--- config.mk ---
export PLATFORM = sky130hd
export DESIGN_NAME = gtq_term
export DESIGN_NICKNAME = d
export VERILOG_FILES = /design/src/rtl/gtq_pkg.sv /design/src/rtl/gtq_term.sv
export SDC_FILE = /design/constraint.sdc
export NUM_CORES = 2
export LEC_CHECK = 0
export ABC_AREA = 1
export BUFFER_PORTS_ARGS = -buffer_cell sky130_fd_sc_hd__buf_2
export CORE_ASPECT_RATIO = 1.2
export CORE_MARGIN = 5
export CORE_UTILIZATION = 40
export DETAILED_ROUTE_END_ITERATION = 16
export GPL_TIMING_DRIVEN = 0
export PLACE_DENSITY = 0.6
export SYNTH_ARGS = -nofsm -noshare
export SYNTH_HDL_FRONTEND = slang
export SYNTH_SLANG_ARGS = --single-unit
--- constraint.sdc ---
create_clock -name clk -period 7.3 [get_ports clk]
set_input_delay 1.095 -clock clk [delete_from_list [all_inputs] [get_ports clk]]
set_output_delay 1.095 -clock clk [all_outputs]
set_load 0.01 [all_outputs]
--- src/rtl/gtq_pkg.sv ---
// Package for the two-link gravity torque unit: fixed-point widths, angle constants,
// register indexes, the CORDIC pipeline word and the arctangent table.
// No dependencies.
package gtq_pkg;

	// Width of the CORDIC x, y and z words (Q2.30 plus guard bits).
	localparam int CW = 34;
	// Width of the link products (m1+m2)*l1*g and m2*g*l2.
	localparam int PW = 49;
	// Width of one rounded torque term.
	localparam int TW = 31;
	// Most CORDIC stages that the arctangent table supports.
	localparam int MAX_STAGES = 24;

	localparam int ADDR_W = 5;
	localparam logic [2:0] REG_MASS1 = 3'd0;
	localparam logic [2:0] REG_MASS2 = 3'd1;
	localparam logic [2:0] REG_LEN1  = 3'd2;
	localparam logic [2:0] REG_LEN2  = 3'd3;
	localparam logic [2:0] REG_GRAV  = 3'd4;

	localparam logic [15:0] MASS1_RST = 16'd256;
	localparam logic [15:0] MASS2_RST = 16'd256;
	localparam logic [15:0] LEN1_RST  = 16'd4096;
	localparam logic [15:0] LEN2_RST  = 16'd4096;
	localparam logic [15:0] GRAV_RST  = 16'd2511;

	// Angles in Q3.13, carried on 18 bits during reduction.
	localparam logic signed [17:0] ANG_PI      = 18'sd25736;
	localparam logic signed [17:0] ANG_HALF_PI = 18'sd12868;
	localparam logic signed [17:0] ANG_TWO_PI  = 18'sd51472;

	localparam logic signed [CW-1:0] CORDIC_GAIN = 34'sd652032874;

	typedef struct packed {
		logic signed [CW-1:0] x;
		logic signed [CW-1:0] y;
		logic signed [CW-1:0] z;
		logic                 flip;
	} cord_t;

	// Both cosines of one item travel side by side through the cell row.
	typedef struct packed {
		cord_t q1;
		cord_t q12;
	} cord_pair_t;

	function automatic logic signed [CW-1:0] atan_q30(input int unsigned idx);
		logic signed [CW-1:0] r;
		unique case (idx)
			0:  r = 34'sd843314857;
			1:  r = 34'sd497837829;
			2:  r = 34'sd263043837;
			3:  r = 34'sd133525159;
			4:  r = 34'sd67021687;
			5:  r = 34'sd33543516;
			6:  r = 34'sd16775851;
			7:  r = 34'sd8388437;
			8:  r = 34'sd4194283;
			9:  r = 34'sd2097149;
			10: r = 34'sd1048576;
			11: r = 34'sd524288;
			12: r = 34'sd262144;
			13: r = 34'sd131072;
			14: r = 34'sd65536;
			15: r = 34'sd32768;
			16: r = 34'sd16384;
			17: r = 34'sd8192;
			18: r = 34'sd4096;
			19: r = 34'sd2048;
			20: r = 34'sd1024;
			21: r = 34'sd512;
			22: r = 34'sd256;
			23: r = 34'sd128;
			default: r = '0;
		endcase
		return r;
	endfunction

	// Wraps a 17-bit angle into [-pi, pi], folds it into [-pi/2, pi/2] and
	// forms the starting vector of the rotation.
	function automatic cord_t cord_init(input logic signed [16:0] ang);
		logic signed [17:0] t;
		cord_t c;
		t = {ang[16], ang};
		c.flip = 1'b0;
		if (t > ANG_PI) begin
			t = t - ANG_TWO_PI;
		end else if (t < -ANG_PI) begin
			t = t + ANG_TWO_PI;
		end
		if (t > ANG_HALF_PI) begin
			t = t - ANG_PI;
			c.flip = 1'b1;
		end else if (t < -ANG_HALF_PI) begin
			t = t + ANG_PI;
			c.flip = 1'b1;
		end
		c.x = CORDIC_GAIN;
		c.y = '0;
		c.z = {t[15], t[15:0], 17'b0};
		return c;
	endfunction

endpackage

--- src/rtl/gtq_term.sv ---
// Scales a link product by a cosine magnitude and rounds half away from zero to Q.8.
// The wide product is split into two partial products over two stages. Uses gtq_pkg.
module gtq_term (
	input  logic                          clk,
	input  logic [gtq_pkg::PW-1:0]        prod,
	input  logic [14:0]                   cmag,
	input  logic                          cneg,
	output logic signed [gtq_pkg::TW-1:0] term
);

	logic [46:0]                   lo_s1;
	logic [31:0]                   hi_s1;
	logic                          neg_s1;
	logic [63:0]                   full;
	logic [29:0]                   mag;
	logic signed [gtq_pkg::TW-1:0] term_s2;

	always_ff @(posedge clk) begin
		lo_s1  <= 47'(prod[31:0]) * 47'(cmag);
		hi_s1  <= 32'(prod[gtq_pkg::PW-1:32]) * 32'(cmag);
		neg_s1 <= cneg;
	end

	// Adding one half of the output step before truncating rounds the magnitude half up.
	assign full = {hi_s1, 32'b0} + 64'(lo_s1) + 64'h2_0000_0000;
	assign mag  = full[63:34];

	always_ff @(posedge clk) begin
		term_s2 <= neg_s1 ? -$signed({1'b0, mag}) : $signed({1'b0, mag});
	end

	assign term = term_s2;

endmodule

==> results.toml <==
[clock_tree]
cts_tree = "yes"
cts_max_level = 3
cts.clk_slew.worst_paths_ns = 0.06
cts_buffer_depth = 2
cts_made_buffers = 9
cts_num_sinks = 79
cts_setup_buffers = 0
cts_hold_buf = 0
clk_latency_ns = 0.36
cts-root-buf = "clkbuf_16"

[critical_path]
path_delay_family = "adder cells"
cp.arrival_ns = 7.37
critical_path.max_fanout = 10
path_class = "in -> reg"
cp_common_cell = "fa_1"
critPathLaunchType = "input pin"
crit_path_top_delay_cell = "fa_1"
crit_buf_inv = 5
endpoint_kind = "flip-flop"
slowest_delay_ns = 0.58
required_ns = 7.52
worstPathCellList = "clkbuf_2, buf_2, nand2_1, fa_1, inv_1, fa_1, fa_1, fa_1, fa_1, inv_1, fa_1, inv_1, ha_1, nand2_1, nor2_1, nand2_1, nor4_1, nand4_1, nand3_1, nand2_1, nand3b_1, xor2_1"

[placement]
dp_hpwl_mm = 75.1
gp_congestion = 0.956
place_area_sq_um = 29900
port_buffers = 83
dp_cells = 4863
pre_cts_ws_ns = -0.844

[final_layout]
fin_util_pct = 42.9
layout_common_cells = "1,148 x inv_1, 1,115 x nand2_1, 581 x fa_1, 233 x ha_1, 120 x nor2_1"
finalNetCount = 4823
final_area_sq_um = 30300
final_common_cell = "inv_1"
nFillCells = 7360
drive_above_1_share_pct = 4.48
stdcell_count = 4877
area_growth_syn_to_layout_pct = 6.86

[global_route]
grt_use_total_pct = 23.6
grt_pass1_wl_mm = 139
first_global_vias = 25300
grt_overflow = 0
grt_max_degree = 20
antenna_found_initial = 7

[floorplan]
start_util_pct = 40.1
die_w_microns = 253
die-area_sq_um = 76400
die_h_microns = 302
top_level_ports = 97
rows = 107
core_sq_um = 70700

[synth]
synth_area_leader_cell = "fa_1"
syn_avg_cell_area_sq_um = 7.36
synth_top_area_share_pct = 41.0
synthTopCellsByArea = "fa_1 41%, inv_1 15%, nand2_1 15%"
synth_cells = 3854
synth-seq-area-share_pct = 5.58
ys.flop_type = "dfxtp_1"
synthesis.nets = 4734
synth-edff-count = 0
syn_area_sq_um = 28400
async_reset_ff_share_pct = 0
ys_ff_latch = 79
synth_cell_types = 42
synth_warnings = 0

[timing]
period_minus_slack_ns = 7.15
fin_crit_sh_pct = 97.9
setup_viol = 0
finClkSkew_ns = 0.00712
relSlewSlack_pct = 16.3
worst_slack_ns = 0.154
fmax_mhz = 140
rsz0062_at_grt = "true"
slew_viol_final = 0
finalHoldViolCount = 0
tightest_slew_ns = 1.26

[route]
vias = 23800
drt_iter0_drc = 1594
drc_errors = 0
wl_per_cell_microns = 18.0
ant_nets = 0
wl_mm = 87.7
first_pass_iters = 8
avgViaCountPerCell = 4.89

[min_path]
min_path_type = "reg -> reg"

[status]
status = "finished, final reports clean"

[run]
cap_violations = 0
final timing paths:
path,from,end,slack [ns],cells after the start
max,cmag[9],lo_s1[44]$_DFF_P_,0.15,22
min,hi_s1[31]$_DFF_P_,term[29]$_DFF_P_,0.59,3
max reg2reg,lo_s1[33]$_DFF_P_,term[20]$_DFF_P_,4.27,17
min reg2reg,hi_s1[31]$_DFF_P_,term[29]$_DFF_P_,0.59,3
layout make-up:
class                           count  area (sq um)  area share, %
Multi-Input combinational cell   2500         22000           72.6
Inverter                         1148          4310           14.2
Tap cell                          926          1160           3.82
Buffer                            122           533           1.76
Antenna cell                        3          7.51         0.0248
Sequential cell                    79          1580           5.22
Timing Repair Buffer               83           415           1.37
Clock buffer                        9           225          0.743
Clock inverter                      7          78.8          0.260
cells in the mapped netlist (all sizes together) (2+ instances only):
cell type,n
inv,1148
a211oi,2
and3,2
nand3,82
nor3,15
o21bai,7
fa,581
buf,12
a31oi,13
o21ai,51
o211ai,3
dfxtp,79
a21boi,3
or2,2
a21o,10
nor4,7
nand4,24
nand2,1132
nand3b,14
xnor2,18
o21a,5
nor2,133
ha,233
xor2,51
clkbuf,115
o221ai,2
a21oi,101
and2,5
cells by family after synthesis:
| group | count (synthesis) | share of synthesized area (%) |
|---|---|---|
| AO/OA/AOI/OAI | 200 | 3.94 |
| AND/OR/NAND/NOR | 1417 | 20.2 |
| flip-flops | 79 | 5.58 |
| buffers and inverters | 1275 | 16.9 |
| adder cells (fa/ha/maj) | 814 | 51.3 |
| XOR/XNOR | 69 | 2.13 |
worst register-to-register path: stages, from the launching register on:
cell     delay, ns
dfxtp_1       0.31
inv_1         0.04
ha_1          0.30
nor2_4        0.06
fa_1          0.45
xor2_1        0.19
inv_1         0.09
ha_1          0.17
nand3_1       0.08
nor2_1        0.17
nand3_1       0.13
nor2_1        0.16
nand2_1       0.12
nor2_2        0.23
nand2_1       0.10
nand2_2       0.11
nand2_1       0.08
xor2_1        0.14
routing by layer:
layer	vias to the layer above	wire, microns	GRT usage, %
met5	-	34	0
met4	6	5000	11.0
met3	227	5980	3.36
met2	767	42300	40.7
met1	11700	34400	29.3
li1	11200	-	-
repair_timing:
item	CTS	global route
pin swaps	0	0
endpoints found under the hold margin	0	0
endpoints found under the setup margin	24	16
gates resized for setup	17	56
sequential cells by signal, indices dropped and copies added (netlist names):
register,cells
lo_s1,15
neg_s1,1
hi_s1,32
term,31
stage by stage:
step | hold WS [ns] | setup TNS, ns
global route | 0.644 | -0.0490
CTS | 0.596 | 0
floorplan | 0.522 | 0
finish | 0.589 | 0
detailed placement | 0.587 | -16.28
global placement | 0.583 | -14.63
Power is not shown: default switching activity piles up to over one toggle a cycle in this logic, so the estimate is an artifact.
