<file path="src/rtl/gtq_pkg.sv">
// Package for the two-link gravity torque unit: fixed-point widths, angle constants,
// register indexes, the CORDIC pipeline word and the arctangent table.
// No dependencies.
package gtq_pkg;

	// Width of the CORDIC x, y and z words (Q2.30 plus guard bits).
	localparam int CW = 34;
	// Width of the link products (m1+m2)*l1*g and m2*g*l2.
	localparam int PW = 49;
	// Width of one rounded torque term.
	localparam int TW = 31;
	// Most CORDIC stages that the arctangent table supports.
	localparam int MAX_STAGES = 24;

	localparam int ADDR_W = 5;
	localparam logic [2:0] REG_MASS1 = 3'd0;
	localparam logic [2:0] REG_MASS2 = 3'd1;
	localparam logic [2:0] REG_LEN1  = 3'd2;
	localparam logic [2:0] REG_LEN2  = 3'd3;
	localparam logic [2:0] REG_GRAV  = 3'd4;

	localparam logic [15:0] MASS1_RST = 16'd256;
	localparam logic [15:0] MASS2_RST = 16'd256;
	localparam logic [15:0] LEN1_RST  = 16'd4096;
	localparam logic [15:0] LEN2_RST  = 16'd4096;
	localparam logic [15:0] GRAV_RST  = 16'd2511;

	// Angles in Q3.13, carried on 18 bits during reduction.
	localparam logic signed [17:0] ANG_PI      = 18'sd25736;
	localparam logic signed [17:0] ANG_HALF_PI = 18'sd12868;
	localparam logic signed [17:0] ANG_TWO_PI  = 18'sd51472;

	localparam logic signed [CW-1:0] CORDIC_GAIN = 34'sd652032874;

	typedef struct packed {
		logic signed [CW-1:0] x;
		logic signed [CW-1:0] y;
		logic signed [CW-1:0] z;
		logic                 flip;
	} cord_t;

	// Both cosines of one item travel side by side through the cell row.
	typedef struct packed {
		cord_t q1;
		cord_t q12;
	} cord_pair_t;

	function automatic logic signed [CW-1:0] atan_q30(input int unsigned idx);
		logic signed [CW-1:0] r;
		unique case (idx)
			0:  r = 34'sd843314857;
			1:  r = 34'sd497837829;
			2:  r = 34'sd263043837;
			3:  r = 34'sd133525159;
			4:  r = 34'sd67021687;
			5:  r = 34'sd33543516;
			6:  r = 34'sd16775851;
			7:  r = 34'sd8388437;
			8:  r = 34'sd4194283;
			9:  r = 34'sd2097149;
			10: r = 34'sd1048576;
			11: r = 34'sd524288;
			12: r = 34'sd262144;
			13: r = 34'sd131072;
			14: r = 34'sd65536;
			15: r = 34'sd32768;
			16: r = 34'sd16384;
			17: r = 34'sd8192;
			18: r = 34'sd4096;
			19: r = 34'sd2048;
			20: r = 34'sd1024;
			21: r = 34'sd512;
			22: r = 34'sd256;
			23: r = 34'sd128;
			default: r = '0;
		endcase
		return r;
	endfunction

	// Wraps a 17-bit angle into [-pi, pi], folds it into [-pi/2, pi/2] and
	// forms the starting vector of the rotation.
	function automatic cord_t cord_init(input logic signed [16:0] ang);
		logic signed [17:0] t;
		cord_t c;
		t = {ang[16], ang};
		c.flip = 1'b0;
		if (t > ANG_PI) begin
			t = t - ANG_TWO_PI;
		end else if (t < -ANG_PI) begin
			t = t + ANG_TWO_PI;
		end
		if (t > ANG_HALF_PI) begin
			t = t - ANG_PI;
			c.flip = 1'b1;
		end else if (t < -ANG_HALF_PI) begin
			t = t + ANG_PI;
			c.flip = 1'b1;
		end
		c.x = CORDIC_GAIN;
		c.y = '0;
		c.z = {t[15], t[15:0], 17'b0};
		return c;
	endfunction

endpackage

</file>
<file path="src/rtl/gtq_cordic_cell.sv">
// One rotation-mode CORDIC cell: rotates both cosine lanes by one micro-angle.
// Depends on gtq_pkg (pipeline word and arctangent table).
module gtq_cordic_cell #(
	parameter int STAGE = 0
) (
	input  logic               clk,
	input  logic               arst_n,
	input  logic               in_vld,
	input  gtq_pkg::cord_pair_t in_pair,
	output logic               out_vld,
	output gtq_pkg::cord_pair_t out_pair
);

	logic                vld_q;
	gtq_pkg::cord_pair_t pair_q;

	function automatic gtq_pkg::cord_t rotate(input gtq_pkg::cord_t c);
		gtq_pkg::cord_t       r;
		logic signed [gtq_pkg::CW-1:0] xs;
		logic signed [gtq_pkg::CW-1:0] ys;
		xs = c.x >>> STAGE;
		ys = c.y >>> STAGE;
		r.flip = c.flip;
		if (!c.z[gtq_pkg::CW-1]) begin
			r.x = c.x - ys;
			r.y = c.y + xs;
			r.z = c.z - gtq_pkg::atan_q30(STAGE);
		end else begin
			r.x = c.x + ys;
			r.y = c.y - xs;
			r.z = c.z + gtq_pkg::atan_q30(STAGE);
		end
		return r;
	endfunction

	always_ff @(posedge clk or negedge arst_n) begin
		if (!arst_n) begin
			vld_q <= 1'b0;
		end else begin
			vld_q <= in_vld;
		end
	end

	always_ff @(posedge clk) begin
		pair_q.q1  <= rotate(in_pair.q1);
		pair_q.q12 <= rotate(in_pair.q12);
	end

	assign out_vld  = vld_q;
	assign out_pair = pair_q;

endmodule

</file>
<file path="config.mk">
export PLATFORM = sky130hd
export DESIGN_NAME = gtq_cordic_cell
export DESIGN_NICKNAME = d
export VERILOG_FILES = /design/src/rtl/gtq_pkg.sv /design/src/rtl/gtq_cordic_cell.sv
export SDC_FILE = /design/constraint.sdc
export NUM_CORES = 1
export LEC_CHECK = 0
export ABC_AREA = 1
export BUFFER_PORTS_ARGS = -buffer_cell sky130_fd_sc_hd__buf_2
export CAP_MARGIN = 5
export CORE_MARGIN = 10
export CORE_UTILIZATION = 52
export CTS_CLUSTER_DIAMETER = 120
export DETAILED_ROUTE_END_ITERATION = 12
export PLACE_DENSITY_LB_ADDON = 0.08
export RECOVER_POWER = 25
export SYNTH_ARGS = -nofsm -noshare
export SYNTH_HDL_FRONTEND = slang
export SYNTH_SLANG_ARGS = --single-unit
</file>
<file path="constraint.sdc">
create_clock -name clk -period 0.8 [get_ports clk]
set_input_delay 0.08 -clock clk [delete_from_list [all_inputs] [get_ports clk]]
set_output_delay 0.08 -clock clk [all_outputs]
set_load 0.005 [all_outputs]
</file>
==> results.py, run 1 <==
metrics = {
    "floorplan": {
        "die_h_um": 227,
        "num_rows": 75,
        "die_w_um": 227,
        "start_util": 0.528,
        "pin_count": 416,
    },
    "placement": {
        "gp_congestion": 1.01,
        "hpwl_mm": 78.3,
        "portBuffers": 415,
    },
    "cts": {
        "clockBufferDepth": 3,
        "cts_made_buffers": 25,
        "clockRootBuffer": "clkbuf_16",
        "cts.htree.levels": 1,
        "cts.sinks": 205,
    },
    "synthesis": {
        "synth_top_area_share": 0.184,
        "synth_common_cells": "nand2_1 (922), inv_1 (461), a21oi_1 (348)",
        "synthCells": 3606,
        "synth_cell_type_count": 54,
        "synth_xor_area_frac": 0.0402,
        "synth-main-ff-cell": "dfxtp_1",
        "synth_top_family_by_area": "simple AND/OR/NAND/NOR gates",
        "netlist.top_cell.by_area": "dfxtp_1",
        "synth_simple_gate_area_frac": 0.331,
        "synth-edff-count": 0,
        "synth_mux_area_frac": 0.000900,
        "postSynthNetCount": 4085,
        "ys_ff_latch": 205,
        "yosys_warnings": 0,
        "synth.most_common_cell": "nand2_1",
        "ys_top_cells_by_area": "dfxtp_1 (18%), nand2_1 (16%), ha_1 (15%)",
        "async_flop_share": 0.00488,
        "synth_seq_area_share": 0.185,
        "syn_area_per_cell_um2": 6.17,
        "synth_compound_area_frac": 0.182,
        "netlist_area_um2": 22200,
        "yosys.area_share.adder": 0.155,
    },
    "outcome": {
        "stop_stage": "5_1_grt",
        "stop_error": "[ERROR GRT-0116] Global routing finished with congestion. Check the congestion regions in the DRC Viewer.",
        "status": "did not finish",
    },
    "global_routing": {
        "grt.total_usage": 0.722,
        "grt_pass1_vias": 43200,
        "overflow": 163,
        "grt_pass1_wl_mm": 283,
        "grt_start_max_net_pins": 72,
    },
}
[cells by family after synthesis]
kind of cell,Yosys count
AND/OR/NAND/NOR,1729
AO/OA/AOI/OAI,731
adder cells (fa/ha/maj),270
multiplexers,2
XOR/XNOR,102
buffers and inverters,567
flip-flops,205
[repair_timing]
item                       4_1_cts
pin swaps                      513
setup endpoints to repair      397
buffers inserted               134
hold buffers                    12
hold endpoints to repair        54
resized for setup             1378
gates cloned                     5
[per-stage QoR]
stage | hold slack (ps) | setup slack [ps] | cell area [µm²] | instances
3_5_place_dp | -144 | -1220 | 32700 | 5205
3_3_place_gp | -145 | -1210 | 32700 | 5205
2_1_floorplan | -216 | -883 | 25200 | 3606
4_1_cts | -96.2 | -429 | 40100 | 5382
[metal layers]
| layer | overflow | global-route usage |
|---|---|---|
| met2 | 84 | 0.900 |
| met3 | 11 | 0.599 |
| met4 | 66 | 0.748 |
| met5 | 0 | 0.214 |
| met1 | 2 | 0.684 |
==> run 2, diff against run 1 <==
- CORE_UTILIZATION: 52 -> 40
- CTS_CLUSTER_DIAMETER: 120 -> unset
- PLACE_DENSITY_LB_ADDON: 0.08 -> 0.15
- clock period: 0.8 -> 1.05 ns (I/O delays scaled with it)
==> run 2 against run 1 <==
  * The flow now finishes, with violations (hold timing, setup timing)
  * Area after synthesis did not move
  * Synthesized cell count is the same
==> results.py, run 2 <==
metrics = {
    "drt": {
        "route.detailed.drc": 0,
        "vias_per_cell": 5.35,
        "totalWireLength_mm": 110,
        "wire_per_inst_um": 19.5,
        "routed-via-count": 30300,
        "antenna_left": 0,
        "dr.first_iter.drc_count": 2309,
        "first_pass_iters": 6,
    },
    "synthesis": {
        "synth_xor_area_frac": 0.0402,
        "async_flop_share": 0.00488,
        "synth-edff-count": 0,
        "synth_cell_type_count": 54,
        "synth_top_area_share": 0.184,
        "yosys.area_share.adder": 0.155,
        "netlist_area_um2": 22200,
        "synth_mux_area_frac": 0.000900,
        "synth_top_family_by_area": "simple AND/OR/NAND/NOR gates",
        "netlist.top_cell.by_area": "dfxtp_1",
        "synth.most_common_cell": "nand2_1",
        "yosys_warnings": 0,
        "synth_common_cells": "nand2_1 (922), inv_1 (461), a21oi_1 (348)",
        "synth_simple_gate_area_frac": 0.331,
        "synth_compound_area_frac": 0.182,
        "ys_top_cells_by_area": "dfxtp_1 (18%), nand2_1 (16%), ha_1 (15%)",
        "synth_seq_area_share": 0.185,
        "postSynthNetCount": 4085,
        "synthCells": 3606,
        "ys_ff_latch": 205,
        "synth-main-ff-cell": "dfxtp_1",
        "syn_area_per_cell_um2": 6.17,
    },
    "power": {
        "p_per_area_nw_per_um2": 1080,
        "clock_power_share": 0.208,
        "p_leak_nw": 19.9,
        "power.switching_mw": 18.6,
        "p_int_mw": 26.5,
        "p_sw_frac": 0.412,
        "ir_drop_mv": 1.22,
        "p_seq_frac": 0.226,
        "power_frac_comb": 0.567,
    },
    "sta": {
        "holdWs_ps": -5.44,
        "tightest_slew_ps": 983,
        "setup_viol": 376,
        "finalMaxSlewViolations": 0,
        "max_freq_mhz": 742,
        "setup_slack_ps": -298,
        "rsz0062_at_grt": "yes",
        "relSlewSlack": 0.345,
        "hold_viol_final": 2,
        "final.period_utilization": 1.28,
        "period_needed_ps": 1350,
    },
    "floorplan": {
        "die_w_um": 256,
        "num_rows": 86,
        "die_h_um": 256,
        "core_region_area_um2": 55100,
        "pin_count": 416,
        "die_area_um2": 65400,
        "start_util": 0.404,
    },
    "cts": {
        "cts_made_buffers": 28,
        "cts_tree": "done",
        "clkTransAtPathRegs_ps": 60,
        "clockRootBuffer": "clkbuf_16",
        "cts.htree.levels": 1,
        "cts.sinks": 205,
        "clockBufferDepth": 3,
    },
    "placement": {
        "portBuffers": 415,
        "gp_congestion": 0.980,
        "hpwl_mm": 83.0,
    },
    "finish": {
        "multi_input_area_um2": 23100,
        "nets": 5373,
        "n_fill_cell": 3996,
        "layout_common_cells": "buf_4 (800), nand2_1 (588), buf_2 (314)",
        "drive_above_1_share": 0.573,
        "seqCellArea_um2": 4180,
        "postLayoutCoreUtil": 0.757,
        "layout_commonest_cell": "buf_4",
        "largest_register_ff_count": 204,
        "area_growth_pct": 87.6,
    },
    "global_routing": {
        "grt_start_max_net_pins": 72,
        "grt_pass1_wl_mm": 157,
        "grt_pass1_vias": 29100,
        "grt.total_usage": 0.295,
        "antenna_found_initial": 3,
        "overflow": 0,
    },
    "worst_setup_path": {
        "critPathMaxFanout": 5,
        "start_kind": "input port",
        "crit_required_ps": 1520,
        "critPathCaptureType": "flop",
        "path_class": "in2reg",
        "arrival_ps": 1820,
    },
    "run": {
        "maxCapViolCount": 0,
    },
    "outcome": {
        "status": "complete, but fails checks",
        "violations": "hold timing, setup timing",
    },
    "min_path": {
        "hp-class": "in2reg",
    },
}
[run 2: cell counts after synthesis]
Identical to the previous run, type by type.
[run 2: area by class of cell]
class	count	share of cell area
Sequential cell	205	0.100
Antenna cell	3	0.000180
Tap cell	748	0.0224
Multi-Input combinational cell	2834	0.553
Clock buffer	43	0.0199
Timing Repair inverter	1	0.000270
Clock inverter	7	0.000990
Inverter	481	0.0526
Timing Repair Buffer	1343	0.250
[run 2: per-stage QoR]
stage | setup slack (ps) | instances | TNS, ps | power (mW) | cell area [µm²]
2_1_floorplan | -658 | 3606 | -74840 | 20.3 | 25200
3_5_place_dp | -1040 | 5433 | -157870 | 29.6 | 33100
6_report | -298 | 5665 | -41330 | 45.0 | 41700
3_3_place_gp | -1020 | 5433 | -155910 | 29.5 | 33100
5_1_grt | -380 | 5665 | -57790 | 47.2 | 41700
4_1_cts | -200 | 5580 | -36120 | 41.7 | 37800
[run 2: kinds of logic after synthesis]
kind of cell,after synthesis
AND/OR/NAND/NOR,1729
AO/OA/AOI/OAI,731
buffers and inverters,567
adder cells (fa/ha/maj),270
flip-flops,205
XOR/XNOR,102
multiplexers,2
[run 2: critical path: stages]
cell     delay, ps
buf_2          110
inv_2           60
ha_4           220
buf_12         140
a21oi_2        330
o21ai_1        190
a21oi_2        220
nor2_1          80
nor2_1         120
nand3_1        100
nand3_1         90
nand2_1         60
[run 2: power by group through the flow]
stage	Sequential (mW)	Combinational (mW)	Clock (mW)
global route	10.2	27.2	9.77
CTS	10.1	22.1	9.47
global placement	10.1	19.4	0
finish	10.2	25.5	9.36
detailed placement	10.1	19.5	0
floorplan	10.1	10.3	0
[run 2: metal layers]
metal	share of wire	GRT usage
met5	0	0
met4	0.063	0.144
met3	0.059	0.0387
met2	0.50	0.536
met1	0.38	0.336
[run 2: worst paths after layout]
path,startpoint,slack (ps),endpoint,cells past startpoint
setup / recovery,in_pair[51],-300,out_pair[100]$_DFF_P_,12
hold / removal,in_pair[123],-5,out_pair[123]$_DFF_P_,4
max in group asynchronous,arst_n,600,out_vld$_DFF_PN0_,3
min in group asynchronous,arst_n,350,out_vld$_DFF_PN0_,3
[run 2: timing repair]
action	in CTS	in global routing
gates resized for setup	787	822
cloned	2	1
setup endpoints to repair	376	378
endpoints found under the hold margin	34	1
pin swaps	265	383
hold buffers	30	1
buffers inserted	65	80
Note: power is estimated with default switching activity, not from simulation.
